<file path="src/rtl/projection_char_segmenter_defines.svh">
// Assertion macros shared by the segmenter modules.
// Each macro expects the including module to have aclk and aresetn.
`ifndef PROJECTION_CHAR_SEGMENTER_DEFINES_SVH
`define PROJECTION_CHAR_SEGMENTER_DEFINES_SVH

`ifndef SYNTHESIS

`define PCS_ASSERT(label, prop, msg) \
    label: assert property (@(posedge aclk) disable iff (!aresetn) prop) \
        else $error(msg);

`define PCS_ASSERT_NEVER(label, expr, msg) \
    `PCS_ASSERT(label, !(expr), msg)

`else

`define PCS_ASSERT(label, prop, msg)

`define PCS_ASSERT_NEVER(label, expr, msg)

`endif

`endif

</file>
<file path="src/rtl/pcs_pkg.sv">
package pcs_pkg;

    // Default sizes of the storage.
    localparam int MAX_WIDTH_DEF  = 256;
    localparam int MAX_HEIGHT_DEF = 64;
    localparam int NUM_CHARS_DEF  = 7;

    // Configuration register widths and port format.
    localparam int IMG_W_W      = 9;
    localparam int IMG_H_W      = 7;
    localparam int ROW_THR_W    = 9;
    localparam int COL_THR_W    = 7;
    localparam int CFG_DATA_W   = 9;
    localparam int CFG_INDEX_W  = 3;

    localparam logic [CFG_INDEX_W-1:0] REG_IMAGE_WIDTH   = 3'd0;
    localparam logic [CFG_INDEX_W-1:0] REG_IMAGE_HEIGHT  = 3'd1;
    localparam logic [CFG_INDEX_W-1:0] REG_ROW_THRESHOLD = 3'd2;
    localparam logic [CFG_INDEX_W-1:0] REG_COL_THRESHOLD = 3'd3;

    localparam logic [IMG_W_W-1:0]   IMAGE_WIDTH_RST   = 9'd256;
    localparam logic [IMG_H_W-1:0]   IMAGE_HEIGHT_RST  = 7'd64;
    localparam logic [ROW_THR_W-1:0] ROW_THRESHOLD_RST = 9'd10;
    localparam logic [COL_THR_W-1:0] COL_THRESHOLD_RST = 7'd5;

    // Payload widths.
    localparam int PIXEL_W      = 8;
    localparam int CHAR_INDEX_W = 3;
    localparam int LEFT_W       = 8;
    localparam int TOP_W        = 7;
    localparam int BOX_WIDTH_W  = 9;
    localparam int BOX_HEIGHT_W = 7;

    // Control from the sequencer to the column/row sweep.
    typedef struct packed {
        logic start;
        logic eval;
    } scan_ctl_t;

    // Status back from the sweep.
    typedef struct packed {
        logic busy;
        logic done;
        logic report;
    } scan_stat_t;

    // A size of zero acts as one, a size above the maximum acts as the maximum.
    function automatic int clamp_size(input int v, input int maxv);
        int r;
        r = v;
        if (v < 1) begin
            r = 1;
        end else if (v > maxv) begin
            r = maxv;
        end
        return r;
    endfunction

endpackage

</file>
<file path="src/rtl/projection_char_segmenter.sv">
// Channel   Direction  Handshake              Payload
// s_        in         s_valid / s_ready      s_pixel, one pixel in raster order
// m_        out        m_valid / m_ready      m_char_index, m_left, m_top,
//                                             m_box_width, m_box_height, m_last
// cfg_      in         cfg_valid / cfg_ready  cfg_index, cfg_data (always ready)
//
// One pixel is taken per clock while an image streams in; the column count is a
// read-modify-write of the column memory and the row count goes out at row end.
// After the last pixel the input is held off while one sweep reads both count
// memories and zeroes the column memory. The NUM_CHARS boxes then leave one per
// transfer, with the input still held off. After reset the same sweep runs once
// to clear the column memory before s_ready rises.
`include "projection_char_segmenter_defines.svh"

module projection_char_segmenter #(
    parameter int MAX_WIDTH  = pcs_pkg::MAX_WIDTH_DEF,
    parameter int MAX_HEIGHT = pcs_pkg::MAX_HEIGHT_DEF,
    parameter int NUM_CHARS  = pcs_pkg::NUM_CHARS_DEF
) (
    input  logic                                aclk,
    input  logic                                aresetn,
    input  logic                                s_valid,
    output logic                                s_ready,
    input  logic [pcs_pkg::PIXEL_W-1:0]         s_pixel,
    output logic                                m_valid,
    input  logic                                m_ready,
    output logic [pcs_pkg::CHAR_INDEX_W-1:0]    m_char_index,
    output logic [pcs_pkg::LEFT_W-1:0]          m_left,
    output logic [pcs_pkg::TOP_W-1:0]           m_top,
    output logic [pcs_pkg::BOX_WIDTH_W-1:0]     m_box_width,
    output logic [pcs_pkg::BOX_HEIGHT_W-1:0]    m_box_height,
    output logic                                m_last,
    input  logic                                cfg_valid,
    output logic                                cfg_ready,
    input  logic [pcs_pkg::CFG_INDEX_W-1:0]     cfg_index,
    input  logic [pcs_pkg::CFG_DATA_W-1:0]      cfg_data
);

    import pcs_pkg::*;

    localparam int CAW = $clog2(MAX_WIDTH);
    localparam int RAW = $clog2(MAX_HEIGHT);
    localparam int CCW = $clog2(MAX_HEIGHT + 1);
    localparam int RCW = $clog2(MAX_WIDTH + 1);
    localparam int HCW = $clog2(MAX_HEIGHT + 1);
    localparam int CIW = (NUM_CHARS > 1) ? $clog2(NUM_CHARS) : 1;
    localparam logic [CIW-1:0] LAST_K = CIW'(NUM_CHARS - 1);

    localparam logic [2:0] ST_INIT  = 3'd0;
    localparam logic [2:0] ST_RUN   = 3'd1;
    localparam logic [2:0] ST_DRAIN = 3'd2;
    localparam logic [2:0] ST_SWEEP = 3'd3;
    localparam logic [2:0] ST_LOAD  = 3'd4;
    localparam logic [2:0] ST_OUT   = 3'd5;

    logic [2:0]             state_reg;
    logic [2:0]             state_next;
    logic [IMG_W_W-1:0]     image_width_reg;
    logic [IMG_H_W-1:0]     image_height_reg;
    logic [ROW_THR_W-1:0]   row_threshold_reg;
    logic [COL_THR_W-1:0]   col_threshold_reg;
    logic                   m_valid_reg;
    logic [CIW-1:0]         k_reg;
    logic [CHAR_INDEX_W-1:0] m_char_index_reg;
    logic [LEFT_W-1:0]      m_left_reg;
    logic [TOP_W-1:0]       m_top_reg;
    logic [BOX_WIDTH_W-1:0] m_box_width_reg;
    logic [BOX_HEIGHT_W-1:0] m_box_height_reg;
    logic                   m_last_reg;

    logic                   s_accept;
    logic                   m_accept;
    logic                   box_load;
    logic [CIW-1:0]         box_sel;
    logic [CAW-1:0]         sel_start;
    logic [CAW-1:0]         sel_end;
    logic [BOX_WIDTH_W-1:0] sel_width;

    scan_ctl_t              scan_ctl;
    scan_stat_t             scan_stat;

    logic [CAW-1:0]         acc_col_raddr;
    logic                   acc_col_we;
    logic [CAW-1:0]         acc_col_waddr;
    logic [CCW-1:0]         acc_col_wdata;
    logic                   row_we;
    logic [RAW-1:0]         row_waddr;
    logic [RCW-1:0]         row_wdata;
    logic                   image_end;

    logic [CAW-1:0]         scn_col_raddr;
    logic                   scn_col_we;
    logic [CAW-1:0]         scn_col_waddr;
    logic [CCW-1:0]         scn_col_wdata;
    logic [RAW-1:0]         row_raddr;

    logic [CAW-1:0]         col_raddr;
    logic                   col_we;
    logic [CAW-1:0]         col_waddr;
    logic [CCW-1:0]         col_wdata;
    logic [CCW-1:0]         col_rdata;
    logic [RCW-1:0]         row_rdata;

    logic [CAW-1:0]         edge_start [NUM_CHARS];
    logic [CAW-1:0]         edge_end [NUM_CHARS];
    logic [HCW-1:0]         top_offset;
    logic [HCW-1:0]         band_height;

    assign s_ready   = (state_reg == ST_RUN);
    assign s_accept  = s_valid && s_ready;
    assign m_accept  = m_valid_reg && m_ready;
    assign cfg_ready = 1'b1;

    assign scan_ctl.start = (state_reg == ST_INIT) || (state_reg == ST_DRAIN);
    assign scan_ctl.eval  = (state_reg == ST_DRAIN);

    always_comb begin
        state_next = state_reg;
        case (state_reg)
            ST_INIT: begin
                state_next = ST_SWEEP;
            end
            ST_RUN: begin
                if (image_end) begin
                    state_next = ST_DRAIN;
                end
            end
            ST_DRAIN: begin
                state_next = ST_SWEEP;
            end
            ST_SWEEP: begin
                if (scan_stat.report) begin
                    state_next = ST_LOAD;
                end else if (scan_stat.done) begin
                    state_next = ST_RUN;
                end
            end
            ST_LOAD: begin
                state_next = ST_OUT;
            end
            ST_OUT: begin
                if (m_accept && (k_reg == LAST_K)) begin
                    state_next = ST_RUN;
                end
            end
            default: begin
                state_next = ST_INIT;
            end
        endcase
    end

    // Boxes go into the output register in ST_LOAD and as any box but the last transfers.
    always_comb begin
        box_load  = (state_reg == ST_LOAD)
                    || ((state_reg == ST_OUT) && m_accept && (k_reg != LAST_K));
        box_sel   = (state_reg == ST_LOAD) ? '0 : k_reg + CIW'(1);
        sel_start = edge_start[box_sel];
        sel_end   = edge_end[box_sel];
        if (sel_end > sel_start) begin
            sel_width = BOX_WIDTH_W'(sel_end - sel_start);
        end else begin
            sel_width = '0;
        end
    end

    always_ff @(posedge aclk) begin
        if (!aresetn) begin
            state_reg         <= ST_INIT;
            m_valid_reg       <= 1'b0;
            k_reg             <= '0;
            image_width_reg   <= IMAGE_WIDTH_RST;
            image_height_reg  <= IMAGE_HEIGHT_RST;
            row_threshold_reg <= ROW_THRESHOLD_RST;
            col_threshold_reg <= COL_THRESHOLD_RST;
        end else begin
            state_reg <= state_next;
            if (cfg_valid && cfg_ready) begin
                case (cfg_index)
                    REG_IMAGE_WIDTH:   image_width_reg   <= cfg_data[IMG_W_W-1:0];
                    REG_IMAGE_HEIGHT:  image_height_reg  <= cfg_data[IMG_H_W-1:0];
                    REG_ROW_THRESHOLD: row_threshold_reg <= cfg_data[ROW_THR_W-1:0];
                    REG_COL_THRESHOLD: col_threshold_reg <= cfg_data[COL_THR_W-1:0];
                    default: begin
                    end
                endcase
            end
            if (box_load) begin
                m_valid_reg <= 1'b1;
                k_reg       <= box_sel;
            end else if (m_accept) begin
                m_valid_reg <= 1'b0;
            end
        end
    end

    always_ff @(posedge aclk) begin
        if (box_load) begin
            m_char_index_reg <= CHAR_INDEX_W'(box_sel);
            m_left_reg       <= LEFT_W'(sel_start);
            m_top_reg        <= TOP_W'(top_offset);
            m_box_width_reg  <= sel_width;
            m_box_height_reg <= BOX_HEIGHT_W'(band_height);
            m_last_reg       <= (box_sel == LAST_K);
        end
    end

    assign m_valid      = m_valid_reg;
    assign m_char_index = m_char_index_reg;
    assign m_left       = m_left_reg;
    assign m_top        = m_top_reg;
    assign m_box_width  = m_box_width_reg;
    assign m_box_height = m_box_height_reg;
    assign m_last       = m_last_reg;

    // The sweep owns the column memory while it runs.
    always_comb begin
        if (scan_stat.busy) begin
            col_raddr = scn_col_raddr;
            col_we    = scn_col_we;
            col_waddr = scn_col_waddr;
            col_wdata = scn_col_wdata;
        end else begin
            col_raddr = acc_col_raddr;
            col_we    = acc_col_we;
            col_waddr = acc_col_waddr;
            col_wdata = acc_col_wdata;
        end
    end

    pcs_accum #(
        .MAX_WIDTH  (MAX_WIDTH),
        .MAX_HEIGHT (MAX_HEIGHT)
    ) u_accum (
        .aclk         (aclk),
        .aresetn      (aresetn),
        .accept       (s_accept),
        .pixel        (s_pixel),
        .flush        (scan_ctl.start),
        .image_width  (image_width_reg),
        .image_height (image_height_reg),
        .col_raddr    (acc_col_raddr),
        .col_we       (acc_col_we),
        .col_waddr    (acc_col_waddr),
        .col_wdata    (acc_col_wdata),
        .col_rdata    (col_rdata),
        .row_we       (row_we),
        .row_waddr    (row_waddr),
        .row_wdata    (row_wdata),
        .image_end    (image_end)
    );

    pcs_scan #(
        .MAX_WIDTH  (MAX_WIDTH),
        .MAX_HEIGHT (MAX_HEIGHT),
        .NUM_CHARS  (NUM_CHARS)
    ) u_scan (
        .aclk          (aclk),
        .aresetn       (aresetn),
        .ctl           (scan_ctl),
        .image_width   (image_width_reg),
        .image_height  (image_height_reg),
        .row_threshold (row_threshold_reg),
        .col_threshold (col_threshold_reg),
        .col_raddr     (scn_col_raddr),
        .col_we        (scn_col_we),
        .col_waddr     (scn_col_waddr),
        .col_wdata     (scn_col_wdata),
        .col_rdata     (col_rdata),
        .row_raddr     (row_raddr),
        .row_rdata     (row_rdata),
        .edge_start    (edge_start),
        .edge_end      (edge_end),
        .top_offset    (top_offset),
        .band_height   (band_height),
        .stat          (scan_stat)
    );

    pcs_ram #(
        .WIDTH (CCW),
        .DEPTH (MAX_WIDTH)
    ) u_col_ram (
        .aclk  (aclk),
        .we    (col_we),
        .waddr (col_waddr),
        .wdata (col_wdata),
        .raddr (col_raddr),
        .rdata (col_rdata)
    );

    pcs_ram #(
        .WIDTH (RCW),
        .DEPTH (MAX_HEIGHT)
    ) u_row_ram (
        .aclk  (aclk),
        .we    (row_we),
        .waddr (row_waddr),
        .wdata (row_wdata),
        .raddr (row_raddr),
        .rdata (row_rdata)
    );

    `PCS_ASSERT_NEVER(a_no_input_during_sweep, scan_stat.busy && s_ready, "pixel input open while the sweep runs")
    `PCS_ASSERT(a_result_only_in_output, m_valid |-> (state_reg == ST_OUT), "result shown outside the output phase")

endmodule

</file>
<file path="src/rtl/pcs_ram.sv">
module pcs_ram #(
    parameter int WIDTH = 8,
    parameter int DEPTH = 256
) (
    input  logic                     aclk,
    input  logic                     we,
    input  logic [$clog2(DEPTH)-1:0] waddr,
    input  logic [WIDTH-1:0]         wdata,
    input  logic [$clog2(DEPTH)-1:0] raddr,
    output logic [WIDTH-1:0]         rdata
);

    logic [WIDTH-1:0] mem [DEPTH];
    logic [WIDTH-1:0] rdata_reg;

    // Read-first: a read of the entry being written returns the old data.
    always_ff @(posedge aclk) begin
        if (we) begin
            mem[waddr] <= wdata;
        end
        rdata_reg <= mem[raddr];
    end

    assign rdata = rdata_reg;

endmodule

</file>
<file path="src/rtl/pcs_accum.sv">
`include "projection_char_segmenter_defines.svh"

module pcs_accum #(
    parameter int MAX_WIDTH  = pcs_pkg::MAX_WIDTH_DEF,
    parameter int MAX_HEIGHT = pcs_pkg::MAX_HEIGHT_DEF
) (
    input  logic                              aclk,
    input  logic                              aresetn,
    input  logic                              accept,
    input  logic [pcs_pkg::PIXEL_W-1:0]       pixel,
    input  logic                              flush,
    input  logic [pcs_pkg::IMG_W_W-1:0]       image_width,
    input  logic [pcs_pkg::IMG_H_W-1:0]       image_height,
    output logic [$clog2(MAX_WIDTH)-1:0]      col_raddr,
    output logic                              col_we,
    output logic [$clog2(MAX_WIDTH)-1:0]      col_waddr,
    output logic [$clog2(MAX_HEIGHT+1)-1:0]   col_wdata,
    input  logic [$clog2(MAX_HEIGHT+1)-1:0]   col_rdata,
    output logic                              row_we,
    output logic [$clog2(MAX_HEIGHT)-1:0]     row_waddr,
    output logic [$clog2(MAX_WIDTH+1)-1:0]    row_wdata,
    output logic                              image_end
);

    import pcs_pkg::*;

    localparam int CAW = $clog2(MAX_WIDTH);
    localparam int RAW = $clog2(MAX_HEIGHT);
    localparam int CCW = $clog2(MAX_HEIGHT + 1);
    localparam int RCW = $clog2(MAX_WIDTH + 1);

    logic [CAW-1:0] col_pos_reg;
    logic [RAW-1:0] row_pos_reg;
    logic [RCW-1:0] row_acc_reg;
    logic           s1_valid_reg;
    logic [CAW-1:0] s1_addr_reg;
    logic           s1_fg_reg;
    logic           lw_valid_reg;
    logic [CAW-1:0] lw_addr_reg;
    logic [CCW-1:0] lw_data_reg;

    logic           fg;
    logic           col_last;
    logic           row_last;
    logic [RCW-1:0] row_sum;
    logic [CCW-1:0] col_base;
    logic [CCW-1:0] col_sum;
    int             w_int;
    int             h_int;

    always_comb begin
        w_int    = clamp_size(int'(image_width), MAX_WIDTH);
        h_int    = clamp_size(int'(image_height), MAX_HEIGHT);
        fg       = |pixel;
        col_last = (int'(col_pos_reg) + 1) >= w_int;
        row_last = (int'(row_pos_reg) + 1) >= h_int;
        row_sum  = row_acc_reg + RCW'(fg);

        // The last write to an entry is its current value; this covers a
        // read that was issued in the same cycle as the write.
        if (lw_valid_reg && (lw_addr_reg == s1_addr_reg)) begin
            col_base = lw_data_reg;
        end else begin
            col_base = col_rdata;
        end
        col_sum = col_base + CCW'(s1_fg_reg);
    end

    assign col_raddr = col_pos_reg;
    assign col_we    = s1_valid_reg;
    assign col_waddr = s1_addr_reg;
    assign col_wdata = col_sum;
    assign row_we    = accept && col_last;
    assign row_waddr = row_pos_reg;
    assign row_wdata = row_sum;
    assign image_end = accept && col_last && row_last;

    always_ff @(posedge aclk) begin
        if (!aresetn) begin
            col_pos_reg  <= '0;
            row_pos_reg  <= '0;
            row_acc_reg  <= '0;
            s1_valid_reg <= 1'b0;
            lw_valid_reg <= 1'b0;
        end else begin
            s1_valid_reg <= accept;
            if (flush) begin
                lw_valid_reg <= 1'b0;
            end else if (s1_valid_reg) begin
                lw_valid_reg <= 1'b1;
            end
            if (accept) begin
                if (col_last) begin
                    col_pos_reg <= '0;
                    row_acc_reg <= '0;
                    if (row_last) begin
                        row_pos_reg <= '0;
                    end else begin
                        row_pos_reg <= row_pos_reg + RAW'(1);
                    end
                end else begin
                    col_pos_reg <= col_pos_reg + CAW'(1);
                    row_acc_reg <= row_sum;
                end
            end
        end
    end

    always_ff @(posedge aclk) begin
        if (accept) begin
            s1_addr_reg <= col_pos_reg;
            s1_fg_reg   <= fg;
        end
        if (s1_valid_reg) begin
            lw_addr_reg <= s1_addr_reg;
            lw_data_reg <= col_sum;
        end
    end

    `PCS_ASSERT(a_end_restarts_raster, image_end |=> (col_pos_reg == '0 && row_pos_reg == '0), "raster position not cleared after image end")
    `PCS_ASSERT(a_write_follows_read, accept |=> (col_we && col_waddr == $past(col_pos_reg)), "column write-back lost its address")

endmodule

</file>
<file path="src/rtl/pcs_scan.sv">
`include "projection_char_segmenter_defines.svh"

module pcs_scan #(
    parameter int MAX_WIDTH  = pcs_pkg::MAX_WIDTH_DEF,
    parameter int MAX_HEIGHT = pcs_pkg::MAX_HEIGHT_DEF,
    parameter int NUM_CHARS  = pcs_pkg::NUM_CHARS_DEF
) (
    input  logic                              aclk,
    input  logic                              aresetn,
    input  pcs_pkg::scan_ctl_t                ctl,
    input  logic [pcs_pkg::IMG_W_W-1:0]       image_width,
    input  logic [pcs_pkg::IMG_H_W-1:0]       image_height,
    input  logic [pcs_pkg::ROW_THR_W-1:0]     row_threshold,
    input  logic [pcs_pkg::COL_THR_W-1:0]     col_threshold,
    output logic [$clog2(MAX_WIDTH)-1:0]      col_raddr,
    output logic                              col_we,
    output logic [$clog2(MAX_WIDTH)-1:0]      col_waddr,
    output logic [$clog2(MAX_HEIGHT+1)-1:0]   col_wdata,
    input  logic [$clog2(MAX_HEIGHT+1)-1:0]   col_rdata,
    output logic [$clog2(MAX_HEIGHT)-1:0]     row_raddr,
    input  logic [$clog2(MAX_WIDTH+1)-1:0]    row_rdata,
    output logic [$clog2(MAX_WIDTH)-1:0]      edge_start [NUM_CHARS],
    output logic [$clog2(MAX_WIDTH)-1:0]      edge_end [NUM_CHARS],
    output logic [$clog2(MAX_HEIGHT+1)-1:0]   top_offset,
    output logic [$clog2(MAX_HEIGHT+1)-1:0]   band_height,
    output pcs_pkg::scan_stat_t               stat
);

    import pcs_pkg::*;

    localparam int CAW       = $clog2(MAX_WIDTH);
    localparam int RAW       = $clog2(MAX_HEIGHT);
    localparam int HCW       = $clog2(MAX_HEIGHT + 1);
    localparam int SWEEP_LEN = (MAX_WIDTH > MAX_HEIGHT) ? MAX_WIDTH : MAX_HEIGHT;
    localparam int IW        = $clog2(SWEEP_LEN + 1);
    localparam int NUM_EDGES = 2 * NUM_CHARS;
    localparam int EW        = $clog2(NUM_EDGES + 1);
    localparam int CIW       = (NUM_CHARS > 1) ? $clog2(NUM_CHARS) : 1;

    logic           busy_reg;
    logic           eval_reg;
    logic [IW-1:0]  idx_reg;
    logic           p_valid_reg;
    logic [IW-1:0]  p_idx_reg;
    logic [EW-1:0]  ecnt_reg;
    logic           inside_reg;
    logic [HCW-1:0] top_reg;
    logic [HCW-1:0] band_reg;
    logic [CAW-1:0] start_reg [NUM_CHARS];
    logic [CAW-1:0] end_reg [NUM_CHARS];

    logic           issue;
    logic           last_p;
    logic           col_live;
    logic           row_live;
    logic           rise;
    logic           fall;
    logic [CIW-1:0] pair_sel;
    int             w_int;
    int             h_int;

    always_comb begin
        w_int    = clamp_size(int'(image_width), MAX_WIDTH);
        h_int    = clamp_size(int'(image_height), MAX_HEIGHT);
        issue    = busy_reg && (int'(idx_reg) < SWEEP_LEN);
        last_p   = p_valid_reg && (int'(p_idx_reg) == SWEEP_LEN - 1);
        col_live = eval_reg && p_valid_reg && (int'(p_idx_reg) < w_int)
                   && (int'(ecnt_reg) < NUM_EDGES);
        row_live = eval_reg && p_valid_reg && (int'(p_idx_reg) < h_int);
        rise     = col_live && !inside_reg
                   && (int'(col_rdata) > int'(col_threshold));
        fall     = col_live && inside_reg
                   && (int'(col_rdata) < int'(col_threshold));
        pair_sel = CIW'(ecnt_reg >> 1);
    end

    // Every column is read once and written back as zero in the cycle after its read,
    // which also leaves the column memory clear for the next image.
    assign col_raddr   = CAW'(idx_reg);
    assign row_raddr   = RAW'(idx_reg);
    assign col_we      = p_valid_reg && (int'(p_idx_reg) < MAX_WIDTH);
    assign col_waddr   = CAW'(p_idx_reg);
    assign col_wdata   = '0;
    assign edge_start  = start_reg;
    assign edge_end    = end_reg;
    assign top_offset  = top_reg;
    assign band_height = band_reg;
    assign stat.busy   = busy_reg;
    assign stat.done   = last_p;
    assign stat.report = last_p && eval_reg;

    always_ff @(posedge aclk) begin
        if (!aresetn) begin
            busy_reg    <= 1'b0;
            eval_reg    <= 1'b0;
            idx_reg     <= '0;
            p_valid_reg <= 1'b0;
            ecnt_reg    <= '0;
            inside_reg  <= 1'b0;
        end else begin
            p_valid_reg <= issue;
            if (ctl.start) begin
                busy_reg   <= 1'b1;
                eval_reg   <= ctl.eval;
                idx_reg    <= '0;
                ecnt_reg   <= '0;
                inside_reg <= 1'b0;
            end else begin
                if (last_p) begin
                    busy_reg <= 1'b0;
                end
                if (issue) begin
                    idx_reg <= idx_reg + IW'(1);
                end
                if (rise || fall) begin
                    ecnt_reg   <= ecnt_reg + EW'(1);
                    inside_reg <= rise;
                end
            end
        end
    end

    always_ff @(posedge aclk) begin
        p_idx_reg <= idx_reg;
        if (ctl.start) begin
            top_reg  <= '0;
            band_reg <= '0;
            for (int i = 0; i < NUM_CHARS; i++) begin
                start_reg[i] <= '0;
                end_reg[i]   <= '0;
            end
        end else begin
            if (rise) begin
                start_reg[pair_sel] <= CAW'(p_idx_reg);
            end
            if (fall) begin
                end_reg[pair_sel] <= CAW'(p_idx_reg);
            end
            if (row_live) begin
                if (int'(row_rdata) > int'(row_threshold)) begin
                    band_reg <= band_reg + HCW'(1);
                end
                if ((int'(p_idx_reg) <= (h_int >> 1))
                        && (int'(row_rdata) < int'(row_threshold))) begin
                    top_reg <= top_reg + HCW'(1);
                end
            end
        end
    end

    `PCS_ASSERT(a_inside_tracks_parity, busy_reg |-> (inside_reg == ecnt_reg[0]), "character flag out of step with edge count")
    `PCS_ASSERT(a_done_only_when_busy, stat.done |-> busy_reg, "sweep finished while idle")

endmodule

</file>
<file path="config.mk">
export PLATFORM = sky130hd
export DESIGN_NAME = projection_char_segmenter
export DESIGN_NICKNAME = d
export VERILOG_FILES = /design/src/rtl/pcs_pkg.sv /design/src/rtl/projection_char_segmenter.sv /design/src/rtl/pcs_ram.sv /design/src/rtl/pcs_accum.sv /design/src/rtl/pcs_scan.sv
export VERILOG_INCLUDE_DIRS = /design/src /design/src/rtl
export SDC_FILE = /design/constraint.sdc
export NUM_CORES = 2
export LEC_CHECK = 0
export BUFFER_PORTS_ARGS = -buffer_cell sky130_fd_sc_hd__buf_2
export CAP_MARGIN = 20
export CORE_ASPECT_RATIO = 0.5
export CORE_UTILIZATION = 35
export DETAILED_ROUTE_END_ITERATION = 6
export PLACE_DENSITY_LB_ADDON = 0.15
export SLEW_MARGIN = 10
export SYNTH_ARGS = -nofsm -noshare
export SYNTH_HDL_FRONTEND = slang
export SYNTH_SLANG_ARGS = --single-unit
</file>
<file path="constraint.sdc">
create_clock -name aclk -period 18.6 [get_ports aclk]
set_input_delay 3.72 -clock aclk [delete_from_list [all_inputs] [get_ports aclk]]
set_output_delay 3.72 -clock aclk [all_outputs]
set_load 0.005 [all_outputs]
</file>
==> run metrics <==
status=finished, final reports clean; number of enable flip-flop cells after synthesis=2427; Pwr Density=~100 nW/um^2; Slew HR=between 20% and 30%; vias in the first global route=around 59000; Yosys warnings=0; initial drt markers=about 6000; Top delay family on crit path=simple AND/OR/NAND/NOR gates; crit-path cells=buf_2 > nand2_1 > a21oi_1 > nand4b_1 > nor2_1; CTS Buf Count=between 200 and 300; maximum buffer depth of the clock tree=4; Hold Buf Count CTS=0; crit path kind=in2reg; CTS tree=done; I/O pins=63; gr usage total=about a fifth; period utilization=36.3%; Post-Route WL=about 300000 um; Synth Flop Type=edfxtp_1; area occupied by registers=77500 sq um; worst min path class=reg2reg; CP max-delay cell=nor2_1; total clock sinks=about 2700; hold depth=0; Final HPWL DP=177000 um; max reg flops=around 1800; number of I/O port buffers=around 60; Clk Latency, worst-skew pair=roughly 0.85 ns; final slew viol count=0; most common cell after layout, fill and taps aside=edfxtp_1; vias=roughly 61000; die height=between 300 and 400 um; worst-margin pin slew=~1.1 ns; drc violations=0; crit path DAT=roughly 7.2 ns; drt wl/cell=26.6 um; Reg-to-Reg Start=u_scan.idx_reg[0]$_SDFFE_PP0P_; Req. time, crit path=19.07 ns; H-tree depth=5; critical-path maximum fanout=21; layout net count=7294; area of the multi-input gates=around 27000 sq um; synth top area cells=edfxtp_1 69%, mux4_2 4.9%, dfxtp_1 4.4%, nand2_1 4.0%, mux2i_1 3.8%; width of the die=between 700 and 800 um; share of layout cells above drive strength 1=a little under an eighth; Max IR drop VDD=around 0.000078 V; Max-Cap Viols=0; Top reg by flops=u_col_ram.mem; Crit. Startpoint=s_valid; GRT overflow=0; number of setup buffers added after CTS=0; initial antenna violation count=17; Antenna Violating Nets Remaining=0; largest registers=u_col_ram.mem x1792, u_row_ram.mem x576; FF-to-FF path depth=10; Final setup violation count=0; largest net degree at the start of global routing=196; DR pass1 iterations=6; first-pass GRT wire length=437000 um; Leakage=between 0.03 and 0.04 uW; Filler Cells Inserted=between 20000 and 30000; Fmax=between 100 and 150 MHz; Rows=about 140; startpoint types=input port; hold_sp=u_scan.idx_reg[8]$_SDFFE_PP0P_; Starting Density=35.4%; sequential-to-total area share from yosys stat=72.9%; Hold Vio Cnt, Final=0; vias per cell=5.38; leading cell types in the layout, fill and taps excluded=2427 x edfxtp_1, 1131 x nand2_1, 465 x nor2_1, 457 x nand3_1, 399 x mux2i_1; total negative setup slack=0 ns; Buf+Inv Stages, Crit Path=1; Area growth syn-to-layout=12.3%; final worst path period need=6.76 ns; mapped cell area=106000 sq um; area leader, netlist=edfxtp_1; RR Endpoint=u_col_ram.rdata[1]$_DFF_P_; hold slack=between 0.3 and 0.4 ns; syn_nets=approximately 7300; CP peak stage delay=1.00 ns; Synth Area per Inst=around 15 sq um; Synth Register Bits=~2700; Mapped Cells=~7200; FFs w/ async S/R, synth=0%; post-synthesis cell type count=75; core box area=~300000 sq um; RSZ-0062 raised after global routing=false; cts repair resizes=0; Hold Path Sink=u_scan.p_idx_reg[8]$_DFF_P_; crit path capture type=flip-flop; top cell type's share of synthesized area=between 60 and 70%; GPL Wtd Cong=around 0.8; die footprint=around 300000 sq um; flop-to-flop setup slack=roughly 13 ns; clk_skew=0.0629 ns; Clk pin slew, worst setup/hold paths=approximately 0.06 ns; clock root cell=clkbuf_16
layout make-up:
class                      instances  share of cell area, %
inverter                          67                  0.211
tap                             4032                   4.22
timing repair buffer             181                   1.15
clock buffer                     359                   6.16
clock inverter                   109                  0.715
sequential                      2659                   64.9
multi-input combinational       4019                   22.6
antenna                            3                0.00628
worst reg2reg max path: stages, from the launching register on:
cell and delay (ns):
dfxtp_4 0.86, mux2_8 0.77, buf_12 0.55, buf_4 0.92, buf_4 0.84, mux2i_1 0.31
o22ai_1 0.10, a32oi_1 0.31, o21ai_0 0.29, o221ai_1 0.67, o2111ai_1 0.22
synth_stat cells (8+ instances only):
cell type	instances
or3_1	10
nand3_1	457
o2111ai_1	15
or2_2	8
o221ai_1	18
a21o_1	24
xnor2_1	27
nand3b_1	8
mux2_2	9
mux2i_1	403
a22oi_1	11
clkbuf_1	294
a211oi_1	15
nor4_1	14
nor3_1	65
nand2_1	1147
buf_1	79
a21oi_1	215
a2111oi_0	60
and3_1	15
o21ai_0	141
a32oi_1	57
ha_1	72
edfxtp_1	2427
nor2_1	468
nor2b_1	23
a31oi_1	133
o211ai_1	19
nand2b_1	15
o32ai_1	15
o22ai_1	172
nand4_1	28
a31o_2	24
inv_1	63
dfxtp_1	232
mux4_2	231
buf_2	83
buf_4	10
xor2_1	19
cell families (layout without fill, tap and decap cells):
kind of cell	Yosys count	count (layout)	synth area share, %
adders and majority gates	73	73	0.866
muxes	644	644	8.79
buffers and inverters	536	716	2.04
xor gates and xnor gates	46	46	0.379
and+or+nand+nor	2291	2291	9.13
DFF	2659	2659	72.9
AOI/OAI and AO/OA	964	964	5.90
other	1	4	0.00353
through the flow:
| step | setup WS, ns | area [sq um] | power (uW) | instances | utilization (%) |
|---|---|---|---|---|---|
| after floorplan | 8.40 | 106000 | 7170 | 7214 | - |
| after global placement | 11.00 | 111000 | 7380 | 10954 | 37.0 |
| after detailed placement | 10.94 | 111000 | 7390 | 10956 | 37.0 |
| after CTS | 11.83 | 119000 | 12600 | 11424 | 39.7 |
| after global routing | 11.61 | 119000 | 12900 | 11426 | 39.7 |
| final | 11.84 | 119000 | 12500 | 11429 | 39.7 |
power by group:
group          switching [uW]  internal, uW  total, uW
logic                     447           128        575
registers                21.1          6650       6680
clock network            2310          2940       5250
worst max path at each step:
stage | slack, ns | endpoint | cells past startpoint
floorplan | 8.40 | u_col_ram.mem[0][6]$_DFFE_PP_ | 13
global placement | 11.00 | u_row_ram.mem[46][0]$_DFFE_PP_ | 5
detailed placement | 10.94 | u_row_ram.mem[17][2]$_DFFE_PP_ | 5
CTS | 11.83 | u_row_ram.mem[46][7]$_DFFE_PP_ | 5
global route | 11.61 | u_row_ram.mem[46][7]$_DFFE_PP_ | 5
finish | 11.84 | u_row_ram.mem[17][2]$_DFFE_PP_ | 5
per-layer routing:
metal | track usage (%) | wire [um] | part of all wire (%) | vias up
li1 | - | - | - | 27542
met1 | 28.8 | 141000 | 46 | 31686
met2 | 30.0 | 138000 | 45 | 1873
met3 | 3.24 | 19200 | 6.3 | 361
met4 | 4.12 | 6190 | 2.0 | 2
met5 | 0 | 13 | 0.0043 | -
No activity file was read; power rests on OpenSTA's default activity.
